### config.mk
export PLATFORM = sky130hd
export DESIGN_NAME = amfs_back
export DESIGN_NICKNAME = d
export VERILOG_FILES = /design/src/rtl/core/amfs_pkg.sv /design/src/rtl/core/amfs_back.sv
export SDC_FILE = /design/constraint.sdc
export NUM_CORES = 2
export LEC_CHECK = 0
export ABC_AREA = 1
export ABC_CLOCK_PERIOD_IN_PS = 10950
export BUFFER_PORTS_ARGS = -buffer_cell sky130_fd_sc_hd__buf_2
export CORE_MARGIN = 2
export CORE_UTILIZATION = 35
export DETAILED_ROUTE_END_ITERATION = 10
export PLACE_DENSITY = 0.53
export SLEW_MARGIN = 20
export SYNTH_ARGS = -nofsm -noshare
export SYNTH_HDL_FRONTEND = slang
export SYNTH_SLANG_ARGS = --single-unit
### constraint.sdc
create_clock -name clock -period 10.95 [get_ports clock]
set_clock_uncertainty 0.2 [all_clocks]
set_input_delay 2.19 -clock clock [delete_from_list [all_inputs] [get_ports clock]]
set_output_delay 2.19 -clock clock [all_outputs]
set_load 0.02 [all_outputs]
### src/rtl/core/amfs_pkg.sv
// Shared types, constants and the CRC16 byte update for the Modbus frame splitter.
`default_nettype none

package amfs_pkg;

   typedef struct packed {
      logic       func;
      logic [7:0] rx_data;
      logic       read_slot;
      logic [7:0] read_index;
   } req_type;

   typedef struct packed {
      logic [1:0] result_kind;
      logic [8:0] frame_len;
      logic       frame_slot;
      logic [7:0] read_data;
   } rsp_type;

   typedef struct packed {
      logic       is_read;
      logic [7:0] rx_data;
      logic       read_slot;
      logic [7:0] read_offset;
   } cmd_type;

   localparam logic FUNC_RECEIVE = 1'b0;
   localparam logic FUNC_READ    = 1'b1;

   localparam logic [1:0] KIND_TEXT   = 2'd0;
   localparam logic [1:0] KIND_MODBUS = 2'd1;
   localparam logic [1:0] KIND_READ   = 2'd2;

   localparam logic [1:0] CSR_TEXT_MAX_LEN   = 2'd0;
   localparam logic [1:0] CSR_MODBUS_MAX_LEN = 2'd1;
   localparam logic [1:0] CSR_DEVICE_ADDRESS = 2'd2;

   localparam logic [8:0] TEXT_MAX_LEN_RESET   = 9'd128;
   localparam logic [8:0] MODBUS_MAX_LEN_RESET = 9'd256;
   localparam logic [7:0] DEVICE_ADDRESS_RESET = 8'h01;

   localparam logic [7:0] BYTE_CR  = 8'h0D;
   localparam logic [7:0] BYTE_LF  = 8'h0A;
   localparam logic [7:0] FC_READ  = 8'h03;
   localparam logic [7:0] FC_WRITE = 8'h10;

   localparam int unsigned READ_FRAME_LEN   = 8;
   localparam int unsigned WRITE_HEADER_LEN = 9;
   localparam int unsigned POS_ADDRESS      = 0;
   localparam int unsigned POS_FUNCTION     = 1;
   localparam int unsigned POS_BYTE_COUNT   = 6;
   localparam int unsigned MIN_TEXT_FILL    = 2;
   localparam int unsigned MIN_MODBUS_FILL  = 5;

   localparam logic [15:0] CRC_INIT = 16'hFFFF;
   localparam logic [15:0] CRC_POLY = 16'hA001;

   function automatic logic [15:0] crc16_byte(input logic [15:0] crc_in, input logic [7:0] data);
      logic [15:0] crc;
      crc = crc_in ^ {8'h00, data};
      for (int i = 0; i < 8; i++) begin
         if (crc[0]) begin
            crc = (crc >> 1) ^ CRC_POLY;
         end else begin
            crc = crc >> 1;
         end
      end
      return crc;
   endfunction

endpackage

`default_nettype wire

### src/rtl/core/amfs_back.sv
// Frame engine: buffer memory, fill tracking, running CRC, frame decisions and result register.
`default_nettype none

module amfs_back import amfs_pkg::*; #(
   parameter int BUF_LEN = 256
) (
   input  wire logic       clock,
   input  wire logic       reset,
   input  wire logic       head_valid,
   input  wire cmd_type    head_cmd,
   output logic            pop,
   input  wire logic       csr_valid,
   output logic            csr_ready,
   input  wire logic [1:0] csr_index,
   input  wire logic [8:0] csr_wdata,
   output logic            rsp_valid,
   input  wire logic       rsp_stall,
   output rsp_type         rsp_data
);

   localparam int FW = $clog2(BUF_LEN + 1);
   localparam int AW = $clog2(2 * BUF_LEN);
   localparam int CW = (FW > 10) ? FW : 10;

   logic [7:0] mem [2 * BUF_LEN];
   logic [7:0] read_data_ff;

   logic [FW-1:0] fill_ff, fill_in;
   logic          slot_ff, slot_in;
   logic [7:0]    prev_ff, prev_in;
   logic [7:0]    first_ff, first_in;
   logic [7:0]    fcode_ff, fcode_in;
   logic [7:0]    wbc_ff, wbc_in;
   logic [15:0]   crc0_ff, crc0_in;
   logic [15:0]   crc1_ff, crc1_in;
   logic [8:0]    text_max_ff, text_max_in;
   logic [8:0]    modbus_max_ff, modbus_max_in;
   logic [7:0]    dev_addr_ff, dev_addr_in;
   logic          rsp_valid_ff, rsp_valid_in;
   logic [1:0]    kind_ff, kind_in;
   logic [8:0]    len_ff, len_in;
   logic          rslot_ff, rslot_in;

   logic          take, do_byte, do_read;
   logic          wrap, slot_cur;
   logic [FW-1:0] pos, fill_new;
   logic [7:0]    rx;
   logic [15:0]   crc_base;
   logic [CW-1:0] fill_x, wlen, chk_len, emit_len;
   logic          is_text, frame_ok, check, emit;
   logic [1:0]    emit_kind;
   logic [AW-1:0] wr_addr, rd_addr;

   assign csr_ready = 1'b1;
   assign take      = head_valid & (~rsp_valid_ff | ~rsp_stall);
   assign pop       = take;
   assign do_read   = take & head_cmd.is_read;
   assign do_byte   = take & ~head_cmd.is_read;

   assign rx       = head_cmd.rx_data;
   assign wrap     = (fill_ff == FW'(BUF_LEN));
   assign slot_cur = slot_ff ^ wrap;
   assign pos      = wrap ? '0 : fill_ff;
   assign fill_new = pos + FW'(1);
   assign fill_x   = CW'(fill_new);
   assign crc_base = (pos == FW'(POS_ADDRESS)) ? CRC_INIT : crc0_ff;

   assign wr_addr = slot_cur ? (AW'(BUF_LEN) + AW'(pos)) : AW'(pos);
   assign rd_addr = head_cmd.read_slot ? (AW'(BUF_LEN) + AW'(head_cmd.read_offset))
                                       : AW'(head_cmd.read_offset);

   always_comb begin
      first_in = (pos == FW'(POS_ADDRESS)) ? rx : first_ff;
      fcode_in = (pos == FW'(POS_FUNCTION)) ? rx : fcode_ff;
      wbc_in   = (pos == FW'(POS_BYTE_COUNT)) ? rx : wbc_ff;
      crc0_in  = crc16_byte(crc_base, rx);
      crc1_in  = crc0_ff;
      prev_in  = rx;
      wlen     = CW'(WRITE_HEADER_LEN) + CW'(wbc_in);
      is_text  = (fill_x >= CW'(MIN_TEXT_FILL)) && (prev_ff == BYTE_CR) && (rx == BYTE_LF);
      frame_ok = (crc1_ff == {rx, prev_ff});
   end

   always_comb begin
      fill_in   = fill_new;
      slot_in   = slot_cur;
      emit      = 1'b0;
      emit_kind = KIND_TEXT;
      emit_len  = '0;
      check     = 1'b0;
      chk_len   = CW'(READ_FRAME_LEN);
      if (is_text) begin
         fill_in = '0;
         if (fill_x <= CW'(text_max_ff)) begin
            emit     = 1'b1;
            emit_len = fill_x;
            slot_in  = ~slot_cur;
         end
      end else if ((fill_x >= CW'(MIN_MODBUS_FILL)) && (first_in == dev_addr_ff)) begin
         if (fcode_in == FC_READ) begin
            check   = 1'b1;
            chk_len = CW'(READ_FRAME_LEN);
         end else if ((fcode_in == FC_WRITE) && (fill_x > CW'(POS_BYTE_COUNT))) begin
            if ((wlen > CW'(BUF_LEN)) || (wlen > CW'(modbus_max_ff))) begin
               fill_in = '0;
            end else begin
               check   = 1'b1;
               chk_len = wlen;
            end
         end
      end
      if (check && (fill_x >= chk_len)) begin
         fill_in = '0;
         if ((fill_x == chk_len) && frame_ok) begin
            emit      = 1'b1;
            emit_kind = KIND_MODBUS;
            emit_len  = chk_len;
            slot_in   = ~slot_cur;
         end
      end
   end

   always_comb begin
      text_max_in   = text_max_ff;
      modbus_max_in = modbus_max_ff;
      dev_addr_in   = dev_addr_ff;
      if (csr_valid && csr_ready) begin
         case (csr_index)
            CSR_TEXT_MAX_LEN:   text_max_in   = csr_wdata;
            CSR_MODBUS_MAX_LEN: modbus_max_in = csr_wdata;
            CSR_DEVICE_ADDRESS: dev_addr_in   = csr_wdata[7:0];
            default: ;
         endcase
      end
   end

   always_comb begin
      rsp_valid_in = rsp_valid_ff & rsp_stall;
      kind_in      = kind_ff;
      len_in       = len_ff;
      rslot_in     = rslot_ff;
      if (do_read) begin
         rsp_valid_in = 1'b1;
         kind_in      = KIND_READ;
         len_in       = '0;
         rslot_in     = head_cmd.read_slot;
      end else if (do_byte) begin
         rsp_valid_in = emit;
         kind_in      = emit_kind;
         len_in       = 9'(emit_len);
         rslot_in     = slot_cur;
      end
   end

   always_ff @(posedge clock) begin
      if (reset) begin
         fill_ff       <= '0;
         slot_ff       <= 1'b0;
         prev_ff       <= 8'h00;
         first_ff      <= 8'h00;
         fcode_ff      <= 8'h00;
         wbc_ff        <= 8'h00;
         crc0_ff       <= CRC_INIT;
         crc1_ff       <= CRC_INIT;
         text_max_ff   <= TEXT_MAX_LEN_RESET;
         modbus_max_ff <= MODBUS_MAX_LEN_RESET;
         dev_addr_ff   <= DEVICE_ADDRESS_RESET;
         rsp_valid_ff  <= 1'b0;
      end else begin
         if (do_byte) begin
            fill_ff  <= fill_in;
            slot_ff  <= slot_in;
            prev_ff  <= prev_in;
            first_ff <= first_in;
            fcode_ff <= fcode_in;
            wbc_ff   <= wbc_in;
            crc0_ff  <= crc0_in;
            crc1_ff  <= crc1_in;
         end
         text_max_ff   <= text_max_in;
         modbus_max_ff <= modbus_max_in;
         dev_addr_ff   <= dev_addr_in;
         rsp_valid_ff  <= rsp_valid_in;
      end
   end

   always_ff @(posedge clock) begin
      kind_ff  <= kind_in;
      len_ff   <= len_in;
      rslot_ff <= rslot_in;
   end

   always_ff @(posedge clock) begin
      if (do_byte) begin
         mem[wr_addr] <= rx;
      end
      if (do_read) begin
         read_data_ff <= mem[rd_addr];
      end
   end

   assign rsp_valid             = rsp_valid_ff;
   assign rsp_data.result_kind  = kind_ff;
   assign rsp_data.frame_len    = len_ff;
   assign rsp_data.frame_slot   = rslot_ff;
   assign rsp_data.read_data    = (kind_ff == KIND_READ) ? read_data_ff : 8'h00;

   a_fill_bound: assert property (@(posedge clock) disable iff (reset)
      fill_ff <= FW'(BUF_LEN))
      else $error("fill count ran past the buffer length");
   a_report_restarts: assert property (@(posedge clock) disable iff (reset)
      (do_byte && emit) |=> (fill_ff == '0))
      else $error("fill did not restart after a frame report");
   a_report_toggles: assert property (@(posedge clock) disable iff (reset)
      (do_byte && emit) |=> (slot_ff != $past(slot_cur)))
      else $error("buffer did not switch after a frame report");
   a_modbus_len: assert property (@(posedge clock) disable iff (reset)
      (rsp_valid_ff && (kind_ff == KIND_MODBUS)) |->
         ((len_ff == 9'(READ_FRAME_LEN)) || (len_ff >= 9'(WRITE_HEADER_LEN))))
      else $error("Modbus frame reported with an impossible length");

endmodule

`default_nettype wire

==> flow_metrics.py <==
metrics = {
    "status": {
        "status": "finished clean",
    },
    "sta": {
        "rsz0062_at_grt": "no",
        "min_period_ns": 7.00,
        "tightest_slew_ns": 1.27,
        "relSlewSlack_pct": 14.3,
        "finalSetupTns_ns": 0,
        "period_share_pct": 64.0,
        "slew_viol_final": 0,
        "setup_viol_count_final": 0,
        "fmax_mhz": 143,
        "hold_viol": 0,
    },
    "clocking": {
        "cts_setup_buffers": 0,
        "clock_latency_ns": 1.05,
        "postCtsHoldBufs": 0,
        "cts-root-buf": "clkbuf_16",
        "cts_buffers": 428,
        "clockBufferDepth": 4,
        "cts.sinks": 4217,
        "htreeDepth": 5,
        "clk_pin_slew_ns": 0.06,
        "cts_tree": "done",
        "cts_resized": 0,
    },
    "drt": {
        "postRouteAntennaNets": 0,
        "vias": 110289,
        "drtIter0Drc": 12137,
        "drtPass1Iterations": 6,
        "wl_per_cell_um": 25.7,
        "route.detailed.drc": 0,
        "via_per_inst": 5.50,
        "wl_um": 515000,
    },
    "worst_setup_path": {
        "r2r_slack_ns": 4.04,
        "critPathSlowestCell": "o41ai_1",
        "slowest_delay_ns": 0.82,
        "crit_top_cell": "nand2_1",
        "worstPathRequired_ns": 11.66,
        "crit-reg2reg-launch": "fill_ff[4]",
        "crit_fanout": 24,
        "cp-end-kind": "flop",
        "r2r_cells": 31,
        "startpoint_type": "primary input",
        "critical_path_class": "in -> reg",
        "r2r-end": "len_ff[4]",
        "arrival_ns": 7.72,
    },
    "logic_synthesis": {
        "synth.distinct_cells": 50,
        "ys_seq_area_share_pct": 74.3,
        "yosys.cell_count.top_type": "edfxtp_1",
        "syn_area_sq_mm": 0.169,
        "async_flop_share_pct": 0,
        "syn_inst": 13588,
        "synth-warning-count": 0,
        "ys_ff_latch": 4217,
        "synthTopCellsByArea": "edfxtp_1 (73%), o21ai_0 (7.7%), nor2_1 (7.1%), o22ai_1 (4.6%), clkbuf_1 (2.1%)",
        "synth_nets": 13655,
        "synth_top_area_share_pct": 73.0,
        "synth_ff_type": "edfxtp_1",
        "syn_area_per_cell_sq_um": 12.4,
        "synth_edf_count": 4105,
        "synth_common_cells": "edfxtp_1 (4105), nor2_1 (3189), o21ai_0 (2608)",
        "synth_top_area_cell": "edfxtp_1",
    },
    "place": {
        "place_inst": 19241,
        "dp_hpwl_um": 283000,
        "placed_area_sq_mm": 0.176,
        "gp_congestion": 0.851,
        "port_buffers": 55,
    },
    "global_route": {
        "grt_max_degree": 173,
        "antenna_found_initial": 32,
        "grt_util_all_layers_pct": 20.3,
        "first_global_vias": 103818,
        "grt-ovfl-total": 0,
        "grt_pass1_wl_um": 743000,
    },
    "hold_path": {
        "min_delay_path_depth": 2,
        "hold_path_end": "first_ff[7]",
        "hold_path.class": "reg -> reg",
        "holdCritStartpoint": "first_ff[7]",
    },
    "die": {
        "die_w_um": 699,
        "die_area_sq_mm": 0.488,
        "die_y_um": 699,
        "start_util_pct": 35.1,
        "num_rows": 255,
        "io_pins": 57,
        "core_sq_mm": 0.481,
    },
    "power": {
        "power_mw": 34.2,
        "ir_worst_vdd_v": 0.000141,
        "p_per_area_mw_per_mm2": 181,
        "p_leak_nw": 59.0,
    },
    "finish": {
        "stdcell_area_sq_mm": 0.189,
        "num-nets-final": 13313,
        "syn_to_final_growth_pct": 12.0,
        "drive_gt1_share_pct": 6.88,
        "final_cells": 20040,
        "fin_util_pct": 39.3,
    },
    "flow_run": {
        "maxCapViolCount": 0,
    },
}
==> cell usage in the layout (no fill, tap or decap), types with 11 or more instances in the layout <==
| cell | netlist | layout |
|---|---|---|
| buf_12 | 0 | 38 |
| xor2_1 | 26 | 26 |
| nand3_1 | 202 | 202 |
| nand4_1 | 29 | 29 |
| nand2_4 | 5 | 21 |
| clkinv_1 | 4 | 100 |
| nor3_1 | 41 | 32 |
| a21oi_1 | 120 | 120 |
| o22ai_1 | 1249 | 1249 |
| nand2_1 | 498 | 482 |
| diode_2 | 0 | 17 |
| o21ai_0 | 2608 | 2608 |
| inv_1 | 164 | 160 |
| o21ai_1 | 14 | 14 |
| clkbuf_1 | 930 | 96 |
| o211ai_1 | 26 | 26 |
| edfxtp_1 | 4105 | 4105 |
| o32ai_1 | 42 | 42 |
| clkinv_2 | 0 | 75 |
| ha_1 | 33 | 33 |
| bufinv_16 | 0 | 32 |
| nand2_2 | 16 | 16 |
| buf_8 | 0 | 11 |
| clkinvlp_4 | 0 | 11 |
| clkbuf_16 | 0 | 432 |
| nor2_1 | 3189 | 3182 |
| dfxtp_1 | 112 | 112 |
| buf_4 | 2 | 160 |
| buf_2 | 12 | 41 |
==> layer usage <==
metal	vias up	global-route usage [%]	part of all wire, %
met1	55851	29.2	44
met2	4263	32.2	46
met3	664	3.09	7.4
met4	8	5.39	2.5
li1	49503	-	-
met5	-	0	0.0087
==> sequential cells by signal, indices dropped and copies added, names as in the netlist <==
register and flops:
crc0_ff 16, crc1_ff 16, dev_addr_ff 8, fcode_ff 8, fill_ff 9, first_ff 8, kind_ff 2, len_ff 9
mem 4096, modbus_max_ff 9, prev_ff 8, read_data_ff 8, rslot_ff 1, rsp_valid 1, slot_ff 1, text_max_ff 9
wbc_ff 8
==> where the power goes <==
part | internal (mW) | leakage, nW | switching [mW]
Combinational | 0.480 | 14.6 | 1.60
Sequential | 17.7 | 37.8 | 0.0155
Clock | 8.04 | 6.59 | 6.31
==> per-stage QoR <==
stage,hold slack [ns],worst slack (ns)
final,0.266,3.95
after CTS,0.269,4.09
after floorplan,0.230,4.01
after detailed placement,0.256,3.03
after global routing,0.292,3.53
after global placement,0.245,2.99
==> worst max-delay path, delay by kind of cell <==
kind,cells,cell delay (ns)
buf+inv,2,0.32
compound gates,5,1.38
fa+ha+maj,3,0.82
simple gates,19,2.84
==> layout make-up <==
cell class | instances | area (sq um)
clock buffer | 537 | 11300
inverter | 177 | 703
sequential | 4217 | 126000
antenna | 17 | 42.5
clock inverter | 245 | 2250
multi-input combinational | 8171 | 39000
timing repair buffer | 251 | 2340
fill | 45490 | 292000
tap | 6425 | 8040
==> how the worst max path moves through the flow <==
stage | end | depth (start not counted) | from
after floorplan | slot_ff | 31 | head_cmd[10]
after global placement | len_ff[4] | 29 | head_cmd[9]
after detailed placement | len_ff[4] | 29 | head_cmd[9]
after CTS | len_ff[4] | 29 | head_cmd[9]
after global routing | len_ff[4] | 29 | head_cmd[9]
final | len_ff[4] | 29 | head_cmd[9]
==> logic make-up after synthesis <==
kind of cell | synth area share [%]
buffers and inverters | 2.70
other | 0.00222
and+or+nand+nor | 9.32
adders and majority gates | 0.245
xor gates and xnor gates | 0.171
AOI/OAI and AO/OA | 13.2
DFF | 74.3
No activity file was read; power rests on OpenSTA's default activity.
