**src/rtl/core/amfs_pkg.sv**
```systemverilog
// Shared types, constants and the CRC16 byte update for the Modbus frame splitter.
`default_nettype none

package amfs_pkg;

   typedef struct packed {
      logic       func;
      logic [7:0] rx_data;
      logic       read_slot;
      logic [7:0] read_index;
   } req_type;

   typedef struct packed {
      logic [1:0] result_kind;
      logic [8:0] frame_len;
      logic       frame_slot;
      logic [7:0] read_data;
   } rsp_type;

   typedef struct packed {
      logic       is_read;
      logic [7:0] rx_data;
      logic       read_slot;
      logic [7:0] read_offset;
   } cmd_type;

   localparam logic FUNC_RECEIVE = 1'b0;
   localparam logic FUNC_READ    = 1'b1;

   localparam logic [1:0] KIND_TEXT   = 2'd0;
   localparam logic [1:0] KIND_MODBUS = 2'd1;
   localparam logic [1:0] KIND_READ   = 2'd2;

   localparam logic [1:0] CSR_TEXT_MAX_LEN   = 2'd0;
   localparam logic [1:0] CSR_MODBUS_MAX_LEN = 2'd1;
   localparam logic [1:0] CSR_DEVICE_ADDRESS = 2'd2;

   localparam logic [8:0] TEXT_MAX_LEN_RESET   = 9'd128;
   localparam logic [8:0] MODBUS_MAX_LEN_RESET = 9'd256;
   localparam logic [7:0] DEVICE_ADDRESS_RESET = 8'h01;

   localparam logic [7:0] BYTE_CR  = 8'h0D;
   localparam logic [7:0] BYTE_LF  = 8'h0A;
   localparam logic [7:0] FC_READ  = 8'h03;
   localparam logic [7:0] FC_WRITE = 8'h10;

   localparam int unsigned READ_FRAME_LEN   = 8;
   localparam int unsigned WRITE_HEADER_LEN = 9;
   localparam int unsigned POS_ADDRESS      = 0;
   localparam int unsigned POS_FUNCTION     = 1;
   localparam int unsigned POS_BYTE_COUNT   = 6;
   localparam int unsigned MIN_TEXT_FILL    = 2;
   localparam int unsigned MIN_MODBUS_FILL  = 5;

   localparam logic [15:0] CRC_INIT = 16'hFFFF;
   localparam logic [15:0] CRC_POLY = 16'hA001;

   function automatic logic [15:0] crc16_byte(input logic [15:0] crc_in, input logic [7:0] data);
      logic [15:0] crc;
      crc = crc_in ^ {8'h00, data};
      for (int i = 0; i < 8; i++) begin
         if (crc[0]) begin
            crc = (crc >> 1) ^ CRC_POLY;
         end else begin
            crc = crc >> 1;
         end
      end
      return crc;
   endfunction

endpackage

`default_nettype wire

```
**src/rtl/core/amfs_queue.sv**
```systemverilog
// Two-entry command queue between the input side and the frame engine.
`default_nettype none

module amfs_queue import amfs_pkg::*; (
   input  wire logic    clock,
   input  wire logic    reset,
   input  wire logic    push_valid,
   input  wire cmd_type push_cmd,
   output logic         full,
   output logic         head_valid,
   output cmd_type      head_cmd,
   input  wire logic    pop
);

   localparam int DEPTH = 2;

   cmd_type    entry_ff [DEPTH];
   logic       wr_ptr_ff, wr_ptr_in;
   logic       rd_ptr_ff, rd_ptr_in;
   logic [1:0] count_ff, count_in;

   assign full       = (count_ff == 2'(DEPTH));
   assign head_valid = (count_ff != 2'd0);
   assign head_cmd   = entry_ff[rd_ptr_ff];

   always_comb begin
      wr_ptr_in = wr_ptr_ff ^ push_valid;
      rd_ptr_in = rd_ptr_ff ^ pop;
      count_in  = count_ff + {1'b0, push_valid} - {1'b0, pop};
   end

   always_ff @(posedge clock) begin
      if (reset) begin
         wr_ptr_ff <= 1'b0;
         rd_ptr_ff <= 1'b0;
         count_ff  <= 2'd0;
      end else begin
         wr_ptr_ff <= wr_ptr_in;
         rd_ptr_ff <= rd_ptr_in;
         count_ff  <= count_in;
      end
   end

   always_ff @(posedge clock) begin
      if (push_valid) begin
         entry_ff[wr_ptr_ff] <= push_cmd;
      end
   end

   a_count_bound: assert property (@(posedge clock) disable iff (reset)
      count_ff <= 2'(DEPTH))
      else $error("queue count exceeds its depth");
   a_no_pop_empty: assert property (@(posedge clock) disable iff (reset)
      pop |-> head_valid)
      else $error("queue popped while empty");

endmodule

`default_nettype wire

```
**config.mk**
```make
export PLATFORM = sky130hd
export DESIGN_NAME = amfs_queue
export DESIGN_NICKNAME = d
export VERILOG_FILES = /design/src/rtl/core/amfs_pkg.sv /design/src/rtl/core/amfs_queue.sv
export SDC_FILE = /design/constraint.sdc
export NUM_CORES = 1
export LEC_CHECK = 0
export BUFFER_PORTS_ARGS = -buffer_cell sky130_fd_sc_hd__buf_2
export CORE_MARGIN = 5
export CORE_UTILIZATION = 41
export CTS_BUF_LIST = sky130_fd_sc_hd__clkbuf_16
export DETAILED_ROUTE_END_ITERATION = 10
export PLACE_DENSITY = 0.77
export SETUP_SLACK_MARGIN = 0.15
export SLEW_MARGIN = 20
export SYNTH_ARGS = -nofsm -noshare
export SYNTH_HDL_FRONTEND = slang
export SYNTH_SLANG_ARGS = --single-unit
export TNS_END_PERCENT = 30
```
**constraint.sdc**
```tcl
create_clock -name clock -period 4 [get_ports clock]
set_clock_uncertainty 0.1 [all_clocks]
set_input_delay 0.8 -clock clock [delete_from_list [all_inputs] [get_ports clock]]
set_output_delay 0.8 -clock clock [all_outputs]
set_load 0.005 [all_outputs]
```
==> impl_metrics.tcl, run 1 <==
set metrics [dict create \
    outcome "completed" \
    num_antenna_cells 0 \
    gp_congestion 0.651 \
    worst_slack_ps 1310 \
    coreArea_mm2 0.00366 \
    cts_resized 0 \
    worstSetupEndpointType "output pin" \
    p_comb_share_pct 11.3 \
    cts_setup_buffers 0 \
    layout_commonest_cell "buf_2" \
    max-slew-margin-rel_pct 33.9 \
    syn_avg_cell_area_um2 20.7 \
    hold_buffers 0 \
    grtUsageTotal_pct 10.4 \
    cp_data_arrival_time_ps 1790 \
    synth.distinct_cells 13 \
    slew_viol_final 0 \
    yosysSeqAreaShare_pct 74.8 \
    dr.pass1.iters 3 \
    final_cell_mix "buf_2 (41), edfxtp_1 (36), mux2_4 (9), mux2_2 (9)" \
    port_buffers 41 \
    fp.dieH_um 71.5 \
    routed_wl_mm 2.48 \
    dpl.hpwl_mm 1.80 \
    antenna_found_initial 0 \
    ys_ff_latch 40 \
    die_w_um 71.5 \
    wl_met3_um 202 \
    clkPwrFrac_pct 36.5 \
    syn_inst 75 \
    syn2layout_area_growth_pct 23.9 \
    top_layer "met4" \
    synth_nets 101 \
    vias 788 \
    p_seq_share_pct 52.2 \
    period_share_pct 67.3 \
    clock_latency_ps 270 \
    cts_root_buf "clkbuf_16" \
    dr_wl_met2_mm 1.40 \
    yosysWarnings 0 \
    drtAntennaViolNets 0 \
    whs_ps 450 \
    grt_pass1_vias 825 \
    setup_viol 0 \
    dp_slack_ps 1570 \
    p_int_uw 780 \
    grt_pass1_wl_mm 3.86 \
    cp_max_fo 19 \
    numCtsBuffers 5 \
    die_area_mm2 0.00511 \
    synth_top_area_share_pct 69.7 \
    overflow 0 \
    rsz0062_at_grt "no" \
    p_leak_uw 0.000779 \
    num_rows 22 \
    drv_cap 0 \
    vias_per_cell 4.64 \
    clkTransAtPathRegs_ps 50 \
    syn_area_mm2 0.00155 \
    p_sw_uw 191 \
    placed_area_mm2 0.00179 \
    worstSetupPathType "reg2out" \
    worstMarginPinSlew_ps 990 \
    fin_crit_ps 2690 \
    start_kind "flip-flop" \
    cp.required_ps 3100 \
    synth.area.top_cells "edfxtp_1 (70%), mux2_4 (8.7%), mux2_2 (6.5%), dfxtp_1 (5.2%), ha_1 (3.2%)" \
    swShare_pct 19.6 \
    stdcell_area_mm2 0.00192 \
    drive_gt1_share_pct 53.3 \
    numClockSinks 40 \
    clock_tree.buffer_depth 2 \
    powerDensity_mw_per_mm2 505 \
    drc_errors 0 \
    htreeDepth 2 \
    peakVddDrop_v 0.000261 \
    synth.largest_area_cell "edfxtp_1" \
    start_util_pct 42.4 \
    wl_per_cell_um 14.6 \
    timing.final.hold_violations 0 \
    nets 147 \
    cts_tree "yes" \
    grt_max_degree 20 \
    drt_iter0_drc 27 \
    tns_ps 0 \
    hp-class "reg2reg" \
    io_pins 42 \
    fmaxAchievable_ghz 0.372 \
    met1_length_um 839 \
    power_uw 971 \
]
## layer usage
metal / up-vias / global-route usage, %
met5: - / 0
met4: 0 / 4.38
met3: 6 / 5.33
met2: 24 / 18.9
met1: 384 / 9.74
li1: 374 / -
## registers in the layout, summed over array words and instances, names as in the netlist
name / flops
entry_ff: 36
count_ff: 2
rd_ptr_ff: 1
wr_ptr_ff: 1
## power by group through the flow
stage,Clock (uW),Sequential [uW],Combinational (uW)
after global routing,384,510,123
final,354,507,110
after global placement,0,513,108
after detailed placement,0,516,112
after floorplan,0,503,78.9
after CTS,367,508,113
## cells in the mapped netlist (all sizes together)
library cell / n
ha: 4
inv: 3
or2: 1
edfxtp: 36
xnor2: 1
buf: 2
xnor3: 1
mux2: 18
dfxtp: 4
nor2b: 2
nor2: 3
## cell type report
type                    count  area (um2)
clock buffers               5         125
inverters                   3        11.3
well taps                  48        60.1
repair buffers             41         205
clock inverters             3        11.3
multi-input cells          30         348
flip-flops and latches     40        1160
fillers                   306        1740
## per-stage QoR
stage               util, %  std cells
finish                 52.5        170
global placement       48.8        162
detailed placement     48.8        162
global route           52.5        170
CTS                    52.5        170
floorplan                 -         75
## path summary, 6_finish.rpt
check	from	end	slack [ps]	depth (start not counted)
setup / recovery	rd_ptr_ff	head_cmd[1]	1310	2
hold / removal	wr_ptr_ff	wr_ptr_ff	450	3
setup reg to reg	wr_ptr_ff	entry_ff[0][5]	2450	2
hold reg to reg	wr_ptr_ff	wr_ptr_ff	450	3
## logic make-up after synthesis
group | count (synthesis) | synth area share (%)
buf+inv | 5 | 2.74
fa+ha+maj | 4 | 3.23
flops | 40 | 74.8
xor+xnor | 2 | 2.02
simple gates | 6 | 1.94
mux | 18 | 15.2
## worst max-delay path: stages, from the launching register on
cell and delay, ps:
dfxtp_1 970, mux2_2 420, buf_2 130
Note: power is estimated with default switching activity, not from simulation.
==> run 2: changes to the inputs <==
clock period = 2.49 ns   (was 4 ns; I/O delays follow)
==> impl_metrics.tcl, run 2 (synthesis gave the netlist of run 1 again) <==
set metrics [dict create \
    io_pins 42 \
    timing.final.hold_violations 0 \
    clock_latency_ps 270 \
    cp-endpoint "head_cmd[2]" \
    dp_slack_ps 778 \
    worstSetupPathType "reg2out" \
    worstMarginPinSlew_ps 363 \
    clock_tree.buffer_depth 2 \
    wl_per_cell_um 14.4 \
    overflow 0 \
    powerDensity_mw_per_mm2 851 \
    vias_per_cell 4.64 \
    clkTransAtPathRegs_ps 50 \
    cp_data_arrival_time_ps 1350 \
    cp.required_ps 1890 \
    grt_pass1_wl_mm 4.10 \
    regMostFlops "entry_ff" \
    start_kind "flip-flop" \
    dr.pass1.iters 4 \
    nets 151 \
    r2r_slack_ps 1100 \
    port_buffers 41 \
    dp.cells 166 \
    vias 807 \
    p_leak_uw 0.000805 \
    coreArea_mm2 0.00366 \
    drt_iter0_drc 13 \
    layout_commonest_cell "buf_2" \
    max-slew-margin-rel_pct 75.8 \
    drive_gt1_share_pct 55.6 \
    reg2reg_depth 3 \
    worst_slack_ps 542 \
    htreeDepth 2 \
    period_share_pct 78.2 \
    rsz0062_at_grt "no" \
    cts_setup_buffers 0 \
    cts_root_buf "clkbuf_16" \
    grt_max_degree 13 \
    fin_crit_ps 1950 \
    peakVddDrop_v 0.000672 \
    cp_max_fo 12 \
    final_cell_mix "buf_2 (41), edfxtp_1 (36), mux2_4 (9), mux2_2 (9), clkbuf_16 (5)" \
    numCtsBuffers 5 \
    fmaxAchievable_ghz 0.513 \
    grt_pass1_vias 882 \
    hp-class "in2reg" \
    grtUsageTotal_pct 10.9 \
    rr_endpoint "entry_ff[0][2]" \
    worstSetupEndpointType "output pin" \
    largest_reg_flops 36 \
    fp.dieH_um 71.5 \
    start_util_pct 42.4 \
    fin_cells 174 \
    drc_errors 0 \
    cts_tree "yes" \
    r2r-start "wr_ptr_ff" \
    startpoint "rd_ptr_ff" \
    slew_viol_final 0 \
    drtAntennaViolNets 0 \
    num_antenna_cells 0 \
    outcome "completed" \
    top_regs "entry_ff: 36 flops, count_ff: 2 flops" \
    antenna_found_initial 0 \
    hold_buffers 0 \
    dpl.hpwl_mm 1.81 \
    drv_cap 0 \
    numClockSinks 40 \
    tns_ps 0 \
    routed_wl_mm 2.50 \
    die_w_um 71.5 \
    syn2layout_area_growth_pct 27.5 \
    num_rows 22 \
    die_area_mm2 0.00511 \
    cts_resized 0 \
    setup_viol 0 \
    gp_congestion 0.635 \
]
==> run 2: cell type report <==
type,count,area [um2]
well taps,48,60.1
clock buffers,5,125
multi-input cells,30,348
flip-flops and latches,40,1160
repair buffers,45,235
clock inverters,3,37.5
inverters,3,11.3
fillers,302,1680
==> run 2: critical path, stage by stage, from the launching register on <==
cell,delay (ps)
dfxtp_1,340
buf_4,240
mux2_2,370
buf_2,130
==> run 2: worst min-delay path by stage <==
stage / from / to / slack [ps] / cells after the start
2_1_floorplan: wr_ptr_ff / wr_ptr_ff / 420 / 3
3_3_place_gp: wr_ptr_ff / wr_ptr_ff / 430 / 3
3_5_place_dp: wr_ptr_ff / wr_ptr_ff / 460 / 3
4_1_cts: push_cmd[16] / entry_ff[1][16] / 300 / 1
5_1_grt: push_cmd[1] / entry_ff[0][1] / 300 / 1
6_report: push_cmd[13] / entry_ff[0][13] / 310 / 1
==> run 2: stage by stage <==
stage	hold slack [ps]	utilization, %	instance area, um2	power [uW]
global route	298	54.0	1980	1750
floorplan	419	-	1550	935
finish	306	54.0	1980	1680
detailed placement	459	49.6	1820	1010
global placement	428	49.6	1820	1010
CTS	301	54.0	1980	1710
==> run 2: layer usage <==
metal / GRT usage [%] / vias to the layer above / routed length, um
met1: 11.7 / 391 / 930
met5: 0 / - / 0
li1: - / 380 / -
met2: 18.3 / 31 / 1330
met3: 5.47 / 5 / 191
met4: 4.38 / 0 / 46
==> run 2: report_power, final <==
part / internal (uW) / switching (uW) / total (uW)
clock network: 465 / 223 / 687
logic: 115 / 81.8 / 197
registers: 784 / 15.5 / 799
==> run 3: changes to the inputs <==
PLACE_DENSITY = 0.79   (was 0.77)
clock period = 1.7 ns   (was 2.49 ns; I/O delays follow)
==> impl_metrics.tcl, run 3 (synthesis gave the netlist of run 1 again) <==
set metrics [dict create \
    period_share_pct 96.9 \
    r2r-start "count_ff[0]" \
    nets 153 \
    dpl.hpwl_mm 1.79 \
    multi_input_area_um2 382 \
    fin_crit_ps 1650 \
    numCtsBuffers 5 \
    max-slew-margin-rel_pct 86.8 \
    holdPathEnd "entry_ff[1][16]" \
    dp_slack_ps 269 \
    drtAntennaViolNets 0 \
    num_antenna_cells 0 \
    syn2layout_area_growth_pct 36.8 \
    register_area_mm2 0.00116 \
    slew_viol_final 0 \
    outcome "completed" \
    numClockSinks 40 \
    final_cell_mix "edfxtp_1 (36), buf_2 (30), mux2_4 (18)" \
    port_buffers 41 \
    rr_endpoint "count_ff[1]" \
    worstHoldPathCells 1 \
    start_util_pct 42.4 \
    top_regs "entry_ff: 36 flops, count_ff: 2 flops" \
    peakVddDrop_v 0.000660 \
    io_pins 42 \
    overflow 0 \
    worst_slack_ps 52.6 \
    worstHoldStart "push_cmd[16]" \
    num_rows 22 \
    drive_gt1_share_pct 56.3 \
    clkTransAtPathRegs_ps 50 \
    drv_cap 0 \
    grtUsageTotal_pct 10.9 \
    drt_iter0_drc 33 \
    rsz0062_at_grt "yes" \
    reg2reg_depth 6 \
    fp.dieH_um 71.5 \
    gp_congestion 0.697 \
    tns_ps 0 \
    worstSetupPathType "reg2out" \
    die_area_mm2 0.00511 \
    powerDensity_mw_per_mm2 1130 \
    clock_latency_ps 270 \
    regMostFlops "entry_ff" \
    fmaxAchievable_ghz 0.607 \
    cts_tree "yes" \
    grt_max_degree 17 \
    worstSetupEndpointType "output pin" \
    clock_tree.buffer_depth 2 \
    die_w_um 71.5 \
    cts_root_buf "clkbuf_16" \
    p_leak_uw 0.000882 \
    cp_data_arrival_time_ps 1210 \
    start_kind "flip-flop" \
    cp.required_ps 1260 \
    dr.pass1.iters 4 \
    layout_commonest_cell "edfxtp_1" \
    grt_pass1_wl_mm 4.15 \
    antenna_found_initial 0 \
    vias_per_cell 4.48 \
    coreArea_mm2 0.00366 \
    wl_per_cell_um 14.0 \
    worstMarginPinSlew_ps 199 \
    timing.final.hold_violations 0 \
    vias 789 \
    htreeDepth 2 \
    routed_wl_mm 2.46 \
    drc_errors 0 \
    filler_cell_count 286 \
    largest_reg_flops 36 \
    setup_viol 0 \
    hp-class "in2reg" \
    cp_max_fo 5 \
    grt_pass1_vias 895 \
    r2r_slack_ps 400 \
]
[run 3: metrics by stage]
stage / total power [uW] / hold WS (ps) / instance area (um2) / std cells / util [%]
2_1_floorplan: 1370 / 307 / 1550 / 75 / -
3_3_place_gp: 1480 / 427 / 1850 / 167 / 50.5
3_5_place_dp: 1500 / 433 / 1850 / 167 / 50.5
4_1_cts: 2410 / 147 / 2090 / 176 / 57.1
5_1_grt: 2510 / 145 / 2120 / 176 / 58.0
6_report: 2390 / 154 / 2120 / 176 / 58.0
[run 3: repair_timing]
item | CTS | global route
endpoints found under the setup margin | 18 | 18
setup buffers | 1 | 0
hold buffers | 0 | 0
cloned | 0 | 0
resized for setup | 23 | 5
[run 3: worst max-delay path, stage by stage, from the launching register on]
cell and delay, ps:
dfxtp_4 370, buf_6 130, mux2_4 310, buf_6 120
[run 3: per-layer routing]
layer	vias to the layer above	global-route usage [%]	wire length [um]
li1	384	-	-
met1	377	12.4	992
met2	25	17.8	1230
met3	3	5.47	211
met4	0	3.76	31
met5	-	0	0
[run 3: where the power goes]
| group | switching, uW | internal (uW) |
|---|---|---|
| combinational | 132 | 240 |
| sequential | 26.3 | 1150 |
| clock | 316 | 526 |
[run 3: worst max-delay path by stage]
stage / start / end / slack, ps / depth (start not counted)
after CTS: rd_ptr_ff / head_cmd[10] / 30 / 3
final: rd_ptr_ff / head_cmd[0] / 50 / 3
after global routing: rd_ptr_ff / head_cmd[17] / 10 / 3
after floorplan: push_valid / entry_ff[0][0] / 370 / 1
after global placement: rd_ptr_ff / head_cmd[12] / 300 / 3
after detailed placement: rd_ptr_ff / head_cmd[11] / 270 / 3
[run 3: final cells by class]
| type | count | area share [%] |
|---|---|---|
| sequential | 40 | 54.9 |
| multi-input combinational | 30 | 18.0 |
| timing repair buffer | 47 | 17.3 |
| clock buffer | 5 | 5.90 |
| tap | 48 | 2.83 |
| clock inverter | 3 | 0.531 |
| inverter | 3 | 0.531 |
